### src/btd_pkg.sv
`timescale 1ns / 1ps
// ----------------------------------------------------------------------------
// btd_pkg
// Types and constants shared by the battery telemetry decoder modules.
// ----------------------------------------------------------------------------
package btd_pkg;

    // Field widths
    localparam int VBAT_W      = 13;
    localparam int TEMP_W      = 14;
    localparam int IBAT_W      = 12;
    localparam int SOC_W       = 7;
    localparam int CSTATE_W    = 4;
    localparam int CFG_IDX_W   = 2;
    localparam int CFG_DATA_W  = 13;
    localparam int CUR_CFG_W   = 10;
    localparam int TERM_W      = 13;
    localparam int SOC_NUM_W   = 18;
    localparam int DIV_STAGES  = 8;

    // Configuration register indexes
    localparam logic [CFG_IDX_W-1:0] CFG_CHARGE_CURRENT  = 2'd0;
    localparam logic [CFG_IDX_W-1:0] CFG_DISCHARGE_LIMIT = 2'd1;
    localparam logic [CFG_IDX_W-1:0] CFG_TERM_VOLTAGE    = 2'd2;

    // Configuration reset values
    localparam logic [CUR_CFG_W-1:0] CHARGE_CURRENT_RST  = 10'd400;
    localparam logic [CUR_CFG_W-1:0] DISCHARGE_LIMIT_RST = 10'd1000;
    localparam logic [TERM_W-1:0]    TERM_VOLTAGE_RST    = 13'd4100;

    // Current status nibble codes
    localparam logic [3:0] NIB_CHG_C = 4'hC;
    localparam logic [3:0] NIB_CHG_D = 4'hD;
    localparam logic [3:0] NIB_CHG_F = 4'hF;
    localparam logic [3:0] NIB_DIS   = 4'h4;

    // Charger status bit positions
    localparam int CHG_BIT_DETECT   = 0;
    localparam int CHG_BIT_CHARGED  = 1;
    localparam int CHG_BIT_TRICKLE  = 2;
    localparam int CHG_BIT_CC       = 3;
    localparam int CHG_BIT_CV       = 4;
    localparam int CHG_BIT_RECHARGE = 5;
    localparam int CHG_BIT_HOT      = 6;
    localparam int CHG_BIT_SUPPL    = 7;

    // Arithmetic constants; reciprocals are ceil(2^k / d), exact over the operand range
    localparam logic [12:0]        VREF_MV          = 13'd5000;
    localparam logic [12:0]        TEMP_SLOPE_X10   = 13'd7926;
    localparam logic signed [20:0] TEMP_OFFSET_MDEG = 21'sd394670;
    localparam logic [22:0]        RECIP_DIV10      = 23'd6710887;   // k = 26
    localparam logic [19:0]        RECIP_DIV100     = 20'd671089;    // k = 26
    localparam logic [14:0]        DIS_FS_MUL       = 15'd28;        // 112/100 = 28/25
    localparam logic [15:0]        RECIP_DIV25      = 16'd41944;     // k = 20
    localparam logic [22:0]        RECIP_DIV1023    = 23'd4198405;   // k = 32
    localparam logic [14:0]        IR_RECIP         = 15'd20972;     // 160/1000 = 4/25, k = 17
    localparam logic [13:0]        SOC_FLOOR_MV     = 14'd3500;
    localparam logic [TERM_W-1:0]  SOC_SPAN_DEFAULT = 13'd700;
    localparam logic [SOC_W-1:0]   SOC_FULL         = 7'd100;

    typedef enum logic [1:0] {
        IDIR_NONE,
        IDIR_CHG,
        IDIR_DIS
    } idir_t;

    typedef enum logic [CSTATE_W-1:0] {
        CS_NO_BATTERY = 4'd0,
        CS_HOT_PAUSE  = 4'd1,
        CS_CHARGED    = 4'd2,
        CS_TRICKLE    = 4'd3,
        CS_CC         = 4'd4,
        CS_CV         = 4'd5,
        CS_RECHARGE   = 4'd6,
        CS_ASSIST     = 4'd7,
        CS_IDLE       = 4'd8
    } cstate_t;

    typedef struct packed {
        logic       read_ok;
        logic [7:0] vbat_high_byte;
        logic [7:0] temp_high_byte;
        logic [7:0] low_bits_a;
        logic [7:0] current_status;
        logic [7:0] current_high_byte;
        logic [7:0] low_bits_b;
        logic [7:0] charger_status;
        logic [7:0] vbus_status;
    } btd_raw_t;

    typedef struct packed {
        logic                     ok;
        logic [VBAT_W-1:0]        vbat;
        logic signed [TEMP_W-1:0] temp;
        logic signed [IBAT_W-1:0] ibat;
        cstate_t                  cstate;
        logic                     supply;
    } btd_fields_t;

endpackage

### src/battery_telemetry_decoder.sv
`timescale 1ns / 1ps
// ----------------------------------------------------------------------------
// battery_telemetry_decoder
// Decodes one set of raw charger telemetry bytes per transaction into
// voltage, temperature, current, state of charge and charge state.
// ----------------------------------------------------------------------------
// Usage:
//   s_* carries one raw register set per transaction (valid/ready).
//   m_* returns one decoded result per input transaction, in order.
//   cfg_* writes charge setpoint (index 0), discharge limit (1) and
//   termination voltage (2); cfg_ready is always high. Write only while
//   no transaction is in flight.
//   The pipeline has five scaling stages, then eight stages of the
//   state-of-charge divider, one quotient bit each. A new transaction is
//   taken every cycle unless a waiting result with m_ready low holds it.
//   The last divider stage is the output register. When m_ready is low
//   with a result waiting, the whole pipeline holds and s_ready drops;
//   nothing is lost or repeated.
//   A transaction with read_ok low returns valid_res 0 and all-zero fields.
//   Reset (aresetn, synchronous) empties the pipeline and restores the
//   configuration defaults 400 mA, 1000 mA and 4100 mV.
// ----------------------------------------------------------------------------
module battery_telemetry_decoder (
    input  logic                              aclk,
    input  logic                              aresetn,

    input  logic                              s_valid,
    output logic                              s_ready,
    input  logic                              s_read_ok,
    input  logic [7:0]                        s_vbat_high_byte,
    input  logic [7:0]                        s_temp_high_byte,
    input  logic [7:0]                        s_low_bits_a,
    input  logic [7:0]                        s_current_status,
    input  logic [7:0]                        s_current_high_byte,
    input  logic [7:0]                        s_low_bits_b,
    input  logic [7:0]                        s_charger_status,
    input  logic [7:0]                        s_vbus_status,

    output logic                              m_valid,
    input  logic                              m_ready,
    output logic                              m_valid_res,
    output logic [btd_pkg::VBAT_W-1:0]        m_vbat_mv,
    output logic signed [btd_pkg::TEMP_W-1:0] m_die_temp_tenths,
    output logic signed [btd_pkg::IBAT_W-1:0] m_ibat_ma,
    output logic [btd_pkg::SOC_W-1:0]         m_soc_percent,
    output logic [btd_pkg::CSTATE_W-1:0]      m_charge_state,
    output logic                              m_supply_present,

    input  logic                              cfg_valid,
    output logic                              cfg_ready,
    input  logic [btd_pkg::CFG_IDX_W-1:0]     cfg_index,
    input  logic [btd_pkg::CFG_DATA_W-1:0]    cfg_data
);
    import btd_pkg::*;

    logic [CUR_CFG_W-1:0] charge_current_reg;
    logic [CUR_CFG_W-1:0] discharge_limit_reg;
    logic [TERM_W-1:0]    term_voltage_reg;
    logic [TERM_W-1:0]    span;

    logic                 en;
    btd_raw_t             raw;
    logic                 sc_valid;
    btd_fields_t          sc_fields;
    logic [SOC_NUM_W-1:0] sc_num;
    logic                 sc_zero;
    btd_fields_t          out_fields;
    logic [SOC_W-1:0]     out_soc;

    assign cfg_ready = 1'b1;

    always_ff @(posedge aclk) begin
        if (!aresetn) begin
            charge_current_reg  <= CHARGE_CURRENT_RST;
            discharge_limit_reg <= DISCHARGE_LIMIT_RST;
            term_voltage_reg    <= TERM_VOLTAGE_RST;
        end else if (cfg_valid && cfg_ready) begin
            unique case (cfg_index)
                CFG_CHARGE_CURRENT:  charge_current_reg  <= cfg_data[CUR_CFG_W-1:0];
                CFG_DISCHARGE_LIMIT: discharge_limit_reg <= cfg_data[CUR_CFG_W-1:0];
                CFG_TERM_VOLTAGE:    term_voltage_reg    <= cfg_data[TERM_W-1:0];
                default: ;
            endcase
        end
    end

    // span falls back to the default when termination is at or below the floor
    assign span = (term_voltage_reg > TERM_W'(SOC_FLOOR_MV))
                ? term_voltage_reg - TERM_W'(SOC_FLOOR_MV)
                : SOC_SPAN_DEFAULT;

    assign en      = !m_valid || m_ready;
    assign s_ready = en;

    always_comb begin
        raw.read_ok           = s_read_ok;
        raw.vbat_high_byte    = s_vbat_high_byte;
        raw.temp_high_byte    = s_temp_high_byte;
        raw.low_bits_a        = s_low_bits_a;
        raw.current_status    = s_current_status;
        raw.current_high_byte = s_current_high_byte;
        raw.low_bits_b        = s_low_bits_b;
        raw.charger_status    = s_charger_status;
        raw.vbus_status       = s_vbus_status;
    end

    btd_scale u_scale (
        .aclk               (aclk),
        .aresetn            (aresetn),
        .en                 (en),
        .in_valid           (s_valid),
        .raw                (raw),
        .charge_current_ma  (charge_current_reg),
        .discharge_limit_ma (discharge_limit_reg),
        .out_valid          (sc_valid),
        .out_fields         (sc_fields),
        .soc_num            (sc_num),
        .soc_zero           (sc_zero)
    );

    btd_soc_div u_soc_div (
        .aclk        (aclk),
        .aresetn     (aresetn),
        .en          (en),
        .in_valid    (sc_valid),
        .in_fields   (sc_fields),
        .soc_num     (sc_num),
        .soc_zero    (sc_zero),
        .span        (span),
        .out_valid   (m_valid),
        .out_fields  (out_fields),
        .soc_percent (out_soc)
    );

    // failed reads come out as all zeros
    always_comb begin
        m_valid_res       = out_fields.ok;
        m_vbat_mv         = out_fields.ok ? out_fields.vbat : '0;
        m_die_temp_tenths = out_fields.ok ? out_fields.temp : '0;
        m_ibat_ma         = out_fields.ok ? out_fields.ibat : '0;
        m_soc_percent     = out_fields.ok ? out_soc : '0;
        m_charge_state    = out_fields.ok ? CSTATE_W'(out_fields.cstate) : '0;
        m_supply_present  = out_fields.ok && out_fields.supply;
    end

endmodule

### src/btd_scale.sv
`timescale 1ns / 1ps
// ----------------------------------------------------------------------------
// btd_scale
// Five-stage scaling pipeline: code assembly, voltage, temperature and
// current scaling, IR drop and the state-of-charge numerator.
// ----------------------------------------------------------------------------
module btd_scale (
    input  logic                              aclk,
    input  logic                              aresetn,
    input  logic                              en,
    input  logic                              in_valid,
    input  btd_pkg::btd_raw_t                 raw,
    input  logic [btd_pkg::CUR_CFG_W-1:0]     charge_current_ma,
    input  logic [btd_pkg::CUR_CFG_W-1:0]     discharge_limit_ma,
    output logic                              out_valid,
    output btd_pkg::btd_fields_t              out_fields,
    output logic [btd_pkg::SOC_NUM_W-1:0]     soc_num,
    output logic                              soc_zero
);
    import btd_pkg::*;

    // ---------------- stage 1 ----------------
    logic [9:0]  vcode, tcode, icode;
    logic [22:0] vprod_next, tprod_next;
    logic [10:0] fs_chg, fs_next;
    logic [14:0] dis28;
    logic [30:0] fs_dis_prod;
    idir_t       dir_next;
    cstate_t     cstate_next;

    logic        s1_valid_reg, s1_ok_reg, s1_supply_reg;
    logic [22:0] s1_vprod_reg, s1_tprod_reg;
    logic [9:0]  s1_icode_reg;
    logic [10:0] s1_fs_reg;
    idir_t       s1_dir_reg;
    cstate_t     s1_cstate_reg;

    always_comb begin
        vcode = {raw.vbat_high_byte, raw.low_bits_a[1:0]};
        tcode = {raw.temp_high_byte, raw.low_bits_a[5:4]};
        icode = {raw.current_high_byte, raw.low_bits_b[5:4]};

        vprod_next = 23'(vcode) * 23'(VREF_MV);
        tprod_next = 23'(tcode) * 23'(TEMP_SLOPE_X10);

        // full scale: setpoint*5/4 when charging, limit*28/25 when discharging
        fs_chg      = 11'(charge_current_ma) + 11'(charge_current_ma >> 2);
        dis28       = 15'(discharge_limit_ma) * DIS_FS_MUL;
        fs_dis_prod = 31'(dis28) * 31'(RECIP_DIV25);

        unique case (raw.current_status[3:0]) inside
            NIB_CHG_C, NIB_CHG_D, NIB_CHG_F: dir_next = IDIR_CHG;
            NIB_DIS:                         dir_next = IDIR_DIS;
            default:                         dir_next = IDIR_NONE;
        endcase
        fs_next = (dir_next == IDIR_CHG) ? fs_chg : fs_dis_prod[30:20];

        // first matching flag wins
        if (!raw.charger_status[CHG_BIT_DETECT])
            cstate_next = CS_NO_BATTERY;
        else if (raw.charger_status[CHG_BIT_HOT])
            cstate_next = CS_HOT_PAUSE;
        else if (raw.charger_status[CHG_BIT_CHARGED])
            cstate_next = CS_CHARGED;
        else if (raw.charger_status[CHG_BIT_TRICKLE])
            cstate_next = CS_TRICKLE;
        else if (raw.charger_status[CHG_BIT_CC])
            cstate_next = CS_CC;
        else if (raw.charger_status[CHG_BIT_CV])
            cstate_next = CS_CV;
        else if (raw.charger_status[CHG_BIT_RECHARGE])
            cstate_next = CS_RECHARGE;
        else if (raw.charger_status[CHG_BIT_SUPPL])
            cstate_next = CS_ASSIST;
        else
            cstate_next = CS_IDLE;
    end

    // ---------------- stage 2 ----------------
    logic [45:0] tq_prod;
    logic [12:0] vbat2_next;
    logic [19:0] tq_next;
    logic [20:0] iprod_next;

    logic        s2_valid_reg, s2_ok_reg, s2_supply_reg;
    logic [12:0] s2_vbat_reg;
    logic [19:0] s2_tq_reg;
    logic [20:0] s2_iprod_reg;
    idir_t       s2_dir_reg;
    cstate_t     s2_cstate_reg;

    always_comb begin
        vbat2_next = s1_vprod_reg[22:10];
        tq_prod    = 46'(s1_tprod_reg) * 46'(RECIP_DIV10);
        tq_next    = tq_prod[45:26];
        iprod_next = 21'(s1_icode_reg) * 21'(s1_fs_reg);
    end

    // ---------------- stage 3 ----------------
    logic signed [20:0] tdiff;
    logic [20:0]        tdiff_abs;
    logic [43:0]        iq_prod;
    logic [10:0]        imag_next;

    logic        s3_valid_reg, s3_ok_reg, s3_supply_reg, s3_tneg_reg;
    logic [12:0] s3_vbat_reg;
    logic [18:0] s3_tabs_reg;
    logic [10:0] s3_imag_reg;
    idir_t       s3_dir_reg;
    cstate_t     s3_cstate_reg;

    always_comb begin
        tdiff     = TEMP_OFFSET_MDEG - signed'({1'b0, s2_tq_reg});
        tdiff_abs = tdiff[20] ? 21'(-tdiff) : 21'(tdiff);
        iq_prod   = 44'(s2_iprod_reg) * 44'(RECIP_DIV1023);
        imag_next = iq_prod[42:32];
    end

    // ---------------- stage 4 ----------------
    logic [38:0]              tm_prod;
    logic [25:0]              ir_prod;
    logic signed [IBAT_W-1:0] ibat_next;

    logic                     s4_valid_reg, s4_ok_reg, s4_supply_reg, s4_tneg_reg;
    logic [12:0]              s4_vbat_reg;
    logic [12:0]              s4_tmag_reg;
    logic signed [IBAT_W-1:0] s4_ibat_reg;
    logic [7:0]               s4_irmag_reg;
    idir_t                    s4_dir_reg;
    cstate_t                  s4_cstate_reg;

    always_comb begin
        tm_prod = 39'(s3_tabs_reg) * 39'(RECIP_DIV100);
        ir_prod = 26'(s3_imag_reg) * 26'(IR_RECIP);
        unique case (s3_dir_reg)
            IDIR_CHG: ibat_next = IBAT_W'(s3_imag_reg);
            IDIR_DIS: ibat_next = IBAT_W'(0) - IBAT_W'(s3_imag_reg);
            default:  ibat_next = '0;
        endcase
    end

    // ---------------- stage 5 ----------------
    logic signed [TEMP_W-1:0] temp_next;
    logic signed [13:0]       ir_adj, socx;
    logic [10:0]              socx_u;
    logic [SOC_NUM_W-1:0]     num_next;
    logic                     zero_next;

    logic                     s5_valid_reg, s5_zero_reg;
    logic [SOC_NUM_W-1:0]     s5_num_reg;
    btd_fields_t              s5_fields_reg;

    always_comb begin
        temp_next = s4_tneg_reg ? TEMP_W'(0) - TEMP_W'(s4_tmag_reg) : TEMP_W'(s4_tmag_reg);
        unique case (s4_dir_reg)
            IDIR_CHG: ir_adj = 14'(s4_irmag_reg);
            IDIR_DIS: ir_adj = 14'(0) - 14'(s4_irmag_reg);
            default:  ir_adj = '0;
        endcase
        // open-circuit estimate above the floor
        socx      = signed'(14'(s4_vbat_reg)) - signed'(SOC_FLOOR_MV) - ir_adj;
        zero_next = socx[13] || (socx == '0);
        socx_u    = socx[10:0];
        num_next  = (SOC_NUM_W'(socx_u) << 6) + (SOC_NUM_W'(socx_u) << 5)
                  + (SOC_NUM_W'(socx_u) << 2);
    end

    // ---------------- valid bits ----------------
    always_ff @(posedge aclk) begin
        if (!aresetn) begin
            s1_valid_reg <= 1'b0;
            s2_valid_reg <= 1'b0;
            s3_valid_reg <= 1'b0;
            s4_valid_reg <= 1'b0;
            s5_valid_reg <= 1'b0;
        end else if (en) begin
            s1_valid_reg <= in_valid;
            s2_valid_reg <= s1_valid_reg;
            s3_valid_reg <= s2_valid_reg;
            s4_valid_reg <= s3_valid_reg;
            s5_valid_reg <= s4_valid_reg;
        end
    end

    // ---------------- payload ----------------
    always_ff @(posedge aclk) begin
        if (en) begin
            s1_ok_reg     <= raw.read_ok;
            s1_supply_reg <= raw.vbus_status[0];
            s1_vprod_reg  <= vprod_next;
            s1_tprod_reg  <= tprod_next;
            s1_icode_reg  <= icode;
            s1_fs_reg     <= fs_next;
            s1_dir_reg    <= dir_next;
            s1_cstate_reg <= cstate_next;

            s2_ok_reg     <= s1_ok_reg;
            s2_supply_reg <= s1_supply_reg;
            s2_vbat_reg   <= vbat2_next;
            s2_tq_reg     <= tq_next;
            s2_iprod_reg  <= iprod_next;
            s2_dir_reg    <= s1_dir_reg;
            s2_cstate_reg <= s1_cstate_reg;

            s3_ok_reg     <= s2_ok_reg;
            s3_supply_reg <= s2_supply_reg;
            s3_vbat_reg   <= s2_vbat_reg;
            s3_tneg_reg   <= tdiff[20];
            s3_tabs_reg   <= tdiff_abs[18:0];
            s3_imag_reg   <= imag_next;
            s3_dir_reg    <= s2_dir_reg;
            s3_cstate_reg <= s2_cstate_reg;

            s4_ok_reg     <= s3_ok_reg;
            s4_supply_reg <= s3_supply_reg;
            s4_vbat_reg   <= s3_vbat_reg;
            s4_tneg_reg   <= s3_tneg_reg;
            s4_tmag_reg   <= tm_prod[38:26];
            s4_ibat_reg   <= ibat_next;
            s4_irmag_reg  <= ir_prod[24:17];
            s4_dir_reg    <= s3_dir_reg;
            s4_cstate_reg <= s3_cstate_reg;

            s5_fields_reg.ok     <= s4_ok_reg;
            s5_fields_reg.vbat   <= s4_vbat_reg;
            s5_fields_reg.temp   <= temp_next;
            s5_fields_reg.ibat   <= s4_ibat_reg;
            s5_fields_reg.cstate <= s4_cstate_reg;
            s5_fields_reg.supply <= s4_supply_reg;
            s5_num_reg           <= num_next;
            s5_zero_reg          <= zero_next;
        end
    end

    assign out_valid  = s5_valid_reg;
    assign out_fields = s5_fields_reg;
    assign soc_num    = s5_num_reg;
    assign soc_zero   = s5_zero_reg;

endmodule

### src/btd_soc_div.sv
`timescale 1ns / 1ps
// ----------------------------------------------------------------------------
// btd_soc_div
// Pipelined restoring divider for the state-of-charge percentage, one
// quotient bit per stage, with clamping to 0..100 at the end.
// ----------------------------------------------------------------------------
module btd_soc_div (
    input  logic                          aclk,
    input  logic                          aresetn,
    input  logic                          en,
    input  logic                          in_valid,
    input  btd_pkg::btd_fields_t          in_fields,
    input  logic [btd_pkg::SOC_NUM_W-1:0] soc_num,
    input  logic                          soc_zero,
    input  logic [btd_pkg::TERM_W-1:0]    span,
    output logic                          out_valid,
    output btd_pkg::btd_fields_t          out_fields,
    output logic [btd_pkg::SOC_W-1:0]     soc_percent
);
    import btd_pkg::*;

    localparam int SHIFT_W = TERM_W + DIV_STAGES - 1;

    logic [DIV_STAGES-1:0] valid_reg;
    logic [DIV_STAGES-1:0] zero_reg;
    logic [SOC_NUM_W-1:0]  rem_reg  [DIV_STAGES];
    logic [DIV_STAGES-1:0] quo_reg  [DIV_STAGES];
    btd_fields_t           fld_reg  [DIV_STAGES];

    logic [SOC_NUM_W-1:0]  rem_in   [DIV_STAGES];
    logic [DIV_STAGES-1:0] quo_in   [DIV_STAGES];
    logic [SOC_NUM_W-1:0]  rem_next [DIV_STAGES];
    logic [DIV_STAGES-1:0] quo_next [DIV_STAGES];
    logic [SHIFT_W-1:0]    divisor  [DIV_STAGES];
    logic [SHIFT_W:0]      diff     [DIV_STAGES];

    always_comb begin
        rem_in[0] = soc_num;
        quo_in[0] = '0;
        for (int k = 1; k < DIV_STAGES; k++) begin
            rem_in[k] = rem_reg[k-1];
            quo_in[k] = quo_reg[k-1];
        end
        // stage k tries quotient bit DIV_STAGES-1-k; top bit set means saturate
        for (int k = 0; k < DIV_STAGES; k++) begin
            divisor[k]  = SHIFT_W'(span) << (DIV_STAGES - 1 - k);
            diff[k]     = {1'b0, SHIFT_W'(rem_in[k])} - {1'b0, divisor[k]};
            rem_next[k] = diff[k][SHIFT_W] ? rem_in[k] : diff[k][SOC_NUM_W-1:0];
            quo_next[k] = {quo_in[k][DIV_STAGES-2:0], ~diff[k][SHIFT_W]};
        end
    end

    always_ff @(posedge aclk) begin
        if (!aresetn) begin
            valid_reg <= '0;
        end else if (en) begin
            valid_reg <= {valid_reg[DIV_STAGES-2:0], in_valid};
        end
    end

    always_ff @(posedge aclk) begin
        if (en) begin
            zero_reg <= {zero_reg[DIV_STAGES-2:0], soc_zero};
            fld_reg[0] <= in_fields;
            for (int k = 1; k < DIV_STAGES; k++) begin
                fld_reg[k] <= fld_reg[k-1];
            end
            for (int k = 0; k < DIV_STAGES; k++) begin
                rem_reg[k] <= rem_next[k];
                quo_reg[k] <= quo_next[k];
            end
        end
    end

    logic [DIV_STAGES-1:0] quo_last;

    always_comb begin
        quo_last = quo_reg[DIV_STAGES-1];
        if (zero_reg[DIV_STAGES-1])
            soc_percent = '0;
        else if (quo_last[DIV_STAGES-1] || (quo_last[SOC_W-1:0] > SOC_FULL))
            soc_percent = SOC_FULL;
        else
            soc_percent = quo_last[SOC_W-1:0];
    end

    assign out_valid  = valid_reg[DIV_STAGES-1];
    assign out_fields = fld_reg[DIV_STAGES-1];

endmodule
### config.mk
export PLATFORM = sky130hd
export DESIGN_NAME = battery_telemetry_decoder
export DESIGN_NICKNAME = d
export VERILOG_FILES = /design/src/btd_pkg.sv /design/src/battery_telemetry_decoder.sv /design/src/btd_scale.sv /design/src/btd_soc_div.sv
export SDC_FILE = /design/constraint.sdc
export NUM_CORES = 2
export LEC_CHECK = 0
export BUFFER_PORTS_ARGS = -buffer_cell sky130_fd_sc_hd__clkbuf_2
export CORE_ASPECT_RATIO = 0.9
export CORE_MARGIN = 10
export CORE_UTILIZATION = 55
export CTS_CLUSTER_SIZE = 16
export DETAILED_ROUTE_END_ITERATION = 8
export PLACE_DENSITY_LB_ADDON = 0.15
export RECOVER_POWER = 25
export SYNTH_ARGS = -nofsm -noshare
export SYNTH_HDL_FRONTEND = slang
export SYNTH_SLANG_ARGS = --single-unit
### constraint.sdc
create_clock -name aclk -period 82.2 [get_ports aclk]
set_clock_uncertainty 0.15 [all_clocks]
set_input_delay 24.66 -clock aclk [delete_from_list [all_inputs] [get_ports aclk]]
set_output_delay 24.66 -clock aclk [all_outputs]
set_load 0.01 [all_outputs]
## After elaboration in Yosys (flattened, before gate mapping)

Memories as Yosys holds them, arrays and structs flattened.
Cells that the tools add are included.

- Bits in registers: 358
- Bits in latches: 0
- Bits in writable memories: 568
- ROM bits: 0
- Output and inout bits: 55
- Logic and storage cells: 152
- Memories: 3

- $add $sub $neg: 19
- Multipliers: 9
- Div/mod/pow operators: 0
- $lt $le $gt $ge: 2
- Equal/unequal tests: 11
- Shift operators: 0
- Multiplexer cells: 31
- Bitwise gates (word level): 9
- Reductions and logical operators: 14

Memories:

| memory | words | bits a word | read ports | clocked after memory_dff | write ports | line | source |
|---|---|---|---|---|---|---|---|
| u_soc_div.fld_reg | 8 | 45 | 8 | 0 | 8 | btd_soc_div.sv:28 | `btd_fields_t fld_reg [DIV_STAGES];` |
| u_soc_div.rem_reg | 8 | 18 | 7 | 0 | 8 | btd_soc_div.sv:26 | `logic [SOC_NUM_W-1:0] rem_reg [DIV_STAGES];` |
| u_soc_div.quo_reg | 8 | 8 | 8 | 0 | 8 | btd_soc_div.sv:27 | `logic [DIV_STAGES-1:0] quo_reg [DIV_STAGES];` |

Operator list:

| cell | count |
|---|---|
| 2-to-1 mux 18 bit | 8 |
| multiplier 22 x 23 -> 45 bit, second input constant | 1 |
| multiplier 21 x 23 -> 43 bit, second input constant | 1 |
| multiplier 19 x 20 -> 39 bit, second input constant | 1 |
| 2-to-1 mux 13 bit | 3 |
| case mux 14 bit (2 select lines) | 1 |
| multiplier 13 x 13 -> 26 bit, second input constant | 1 |
| case mux 12 bit (2 select lines) | 1 |
| multiplier 11 x 13 -> 23 bit, second input constant | 1 |
| multiplier 10 x 12 -> 22 bit, second input constant | 1 |
| multiplier 10 x 11 -> 21 bit | 1 |
| 2-to-1 mux 7 bit | 3 |
| subtractor 18 x 20 -> 21 bit | 1 |
| subtractor 19 x 20 -> 21 bit, first input constant | 1 |
| multiplier 10 x 10 -> 20 bit, second input constant | 1 |
| subtractor 18 x 19 -> 20 bit | 1 |
| 2-to-1 mux 19 bit | 1 |
| negation 19 bit | 1 |
| subtractor 18 x 13 -> 19 bit | 1 |
| subtractor 18 x 14 -> 19 bit | 1 |
| subtractor 18 x 15 -> 19 bit | 1 |
| subtractor 18 x 16 -> 19 bit | 1 |
| subtractor 18 x 17 -> 19 bit | 1 |
| subtractor 18 x 18 -> 19 bit | 1 |
| other kinds (35) | 60 |

## Logic depth before layout (Yosys ltp)

- Depth after elaboration: 7
- Gate-level depth with buffers: 31

## Cells and area by module

A second synthesis with hierarchy kept.

- Cell total of the unflattened synthesis: 5373
- Area, all modules: 64804.7 µm²

By module, submodules not included:

| module | instances | cells an instance | area an instance (µm²) | sequential area each (µm²) |
|---|---|---|---|---|
| btd_scale | 1 | 3741 | 40880.5 | 8958.6 |
| btd_soc_div | 1 | 1374 | 22037.4 | 16075.4 |
| battery_telemetry_decoder | 1 | 258 | 1886.8 | 660.6 |

## Worst setup path after synthesis

OpenSTA, ideal clock, no wires.

- Path type: input -> output
- From: in m_ready
- To: out s_ready
- Arrival time: 46.954 ns
- Data required time: 57.390 ns
- Setup slack: 10.436 ns
- Stages: 3
- Cells stage by stage: nor2b_1 -> inv_1 -> clkbuf_1

- Cells in the longest elaborated chain, start to end: 1

RTL lines:

| what | line | source |
|---|---|---|
| from (decl) | battery_telemetry_decoder.sv:40 | `input logic m_ready,` |
| logical OR 1 bit | battery_telemetry_decoder.sv:92 | `assign en = !m_valid \|\| m_ready;` |
| to (decl) | battery_telemetry_decoder.sv:28 | `output logic s_ready,` |

No other way between the ends.

## Worst setup path in the final report

Same ends and word-level chain as after synthesis.

==> impl_metrics.json <==
{
  "die_w_um": 380,
  "fin_crit_ps": 50360,
  "synth_ff_type": "edfxtp_1",
  "start_util_pct": 55.6,
  "finalHoldViolations": 0,
  "dr.first_iter.drc_count": 1975,
  "port-buffer-count": 117,
  "synthTopCellsByArea": "edfxtp_1, ha_1, fa_1",
  "instances_no_fill": 7146,
  "fin_setup_tns_ps": 0,
  "cts_hold_repair.buffers": 0,
  "required_ps": 57390,
  "ctsResizeCount": 0,
  "first_pass_iters": 5,
  "clockBufferDepth": 3,
  "cts_sinks": 858,
  "yosys.area.top_type": "edfxtp_1",
  "drive_above_1_share_pct": 6.68,
  "post_cts_buffers": 0,
  "core_area_sq_um": 115000,
  "seqCellArea_sq_um": 25300,
  "dp_hpwl_mm": 89.3,
  "largest_register_ffs": 360,
  "whs_ps": 216,
  "max_slew_margin_pct": 20.1,
  "yosysWarnings": 0,
  "clk_latency_ps": 720,
  "ys_top_cells_by_count": "ha_1, inv_1, edfxtp_1",
  "outcome": "completed",
  "drt-wirelength-per-cell_um": 15.6,
  "synth.cell_area_sq_um": 64200,
  "nFillCells": 9302,
  "yosysUniqueCellTypes": 76,
  "crit_arrival_ps": 25550,
  "htree_levels": 3,
  "synth.most_common_cell": "ha_1",
  "cp_max_fo": 47,
  "max_freq_ghz": 0.0199,
  "grt_pass1_wl_mm": 189,
  "nNetsFinal": 7125,
  "worst_slew_pin_slew_ps": 1200,
  "via_per_inst": 5.20,
  "gp_congestion": 0.889,
  "overflow": 0,
  "worst_setup_hold_path_clk_slew_ps": 60,
  "die-area_sq_um": 131000,
  "rsz0062_at_grt": "false",
  "synth-seq-cells": 858,
  "synth-async-reset-ratio_pct": 0,
  "setup_viol": 0,
  "postLayoutCoreUtil_pct": 60.4,
  "cts_tree": "done",
  "ys_seq_area_share_pct": 39.4,
  "ios": 140,
  "synth_edf_count": 812,
  "clock-root-buffer": "clkbuf_16",
  "row_count": 118,
  "vias": 37157,
  "num_antenna_cells": 0,
  "postSynthCellCount": 5340,
  "grt_pass1_vias": 37556,
  "synth_nets": 6953,
  "multiInputGateArea_sq_um": 35100,
  "crit_path_end_kind": "primary output",
  "fin_crit_sh_pct": 61.3,
  "area_growth_pct": 8.62,
  "dpl.cell_count": 6979,
  "synth.top_cell.area_share_pct": 38.0,
  "ant_nets": 0,
  "wl_mm": 112,
  "holdCritPathClass": "flop to flop",
  "drc_errors": 0,
  "startpoint_type": "input pin",
  "path_class": "input pin to primary output",
  "die_y_um": 344,
  "cts_inserted_buffers": 91,
  "drv_cap": 0,
  "slew_viol_final": 0,
  "grt_max_degree": 88,
  "antenna_found_initial": 0,
  "synth_area_per_cell_sq_um": 12.0,
  "grt_usage_pct": 17.5
}
[path summary, 6_finish.rpt]
path                                                     startpoint                                 end  slack, ps  depth (start not counted)
worst min-delay path              u_soc_div.rem_reg[0][3]$_DFFE_PP_  u_soc_div.rem_reg[0][21]$_DFFE_PP_        220                          0
worst min register to register    u_soc_div.rem_reg[0][3]$_DFFE_PP_  u_soc_div.rem_reg[0][21]$_DFFE_PP_        220                          0
worst max-delay path                                        m_ready                             s_ready      31840                          5
worst max register to register  discharge_limit_reg[0]$_SDFFE_PN0P_     u_scale.s1_fs_reg[10]$_DFFE_PP_      72960                         31
[layout make-up]
cell class / instances / share of cell area [%]
clock buffer: 105 / 3.36
inverter: 945 / 5.10
clock inverter: 62 / 1.04
tap: 1560 / 2.80
sequential: 858 / 36.3
multi-input combinational: 3478 / 50.3
timing repair buffer: 138 / 1.07
[layer usage]
metal	part of all wire, %	track usage [%]
met5	0	0
met4	1.6	3.75
met3	3.2	2.61
met2	46	28.2
met1	49	25.2
[kinds of logic (layout without fill, tap and decap cells)]
| group | Yosys count | in the layout | synth area share [%] |
|---|---|---|---|
| fa+ha+maj | 1528 | 1528 | 35.9 |
| buf+inv | 1004 | 1250 | 5.89 |
| simple gates | 932 | 932 | 6.97 |
| flops | 858 | 858 | 39.4 |
| compound gates | 689 | 689 | 7.01 |
| xor+xnor | 248 | 248 | 3.38 |
| mux | 80 | 80 | 1.40 |
| other cells | 1 | 1 | 0.00584 |
[critical path: stages]
cell and delay, ps:
clkbuf_2 80, nor2b_1 30, buf_4 190, inv_8 250, clkbuf_2 220
[metrics by stage]
step | cell area, sq um | setup slack (ps)
finish | 69700 | 31840
global placement | 66700 | 31820
CTS | 69700 | 31820
detailed placement | 66700 | 31820
global route | 69700 | 31780
floorplan | 64200 | 10440
[layout by cell type, fill, tap and decap left out, drive strengths merged, types with 62 or more instances in the layout]
cell type	n
ha	1003
mux2	62
o21ai	150
a21oi	175
nand2	293
clkbuf	222
fa	525
xnor2	170
and2	118
xor2	78
a21o	68
inv	952
edfxtp	812
nor2	226
Power is not shown: default switching activity piles up to over one toggle a cycle in this logic, so the estimate is an artifact.
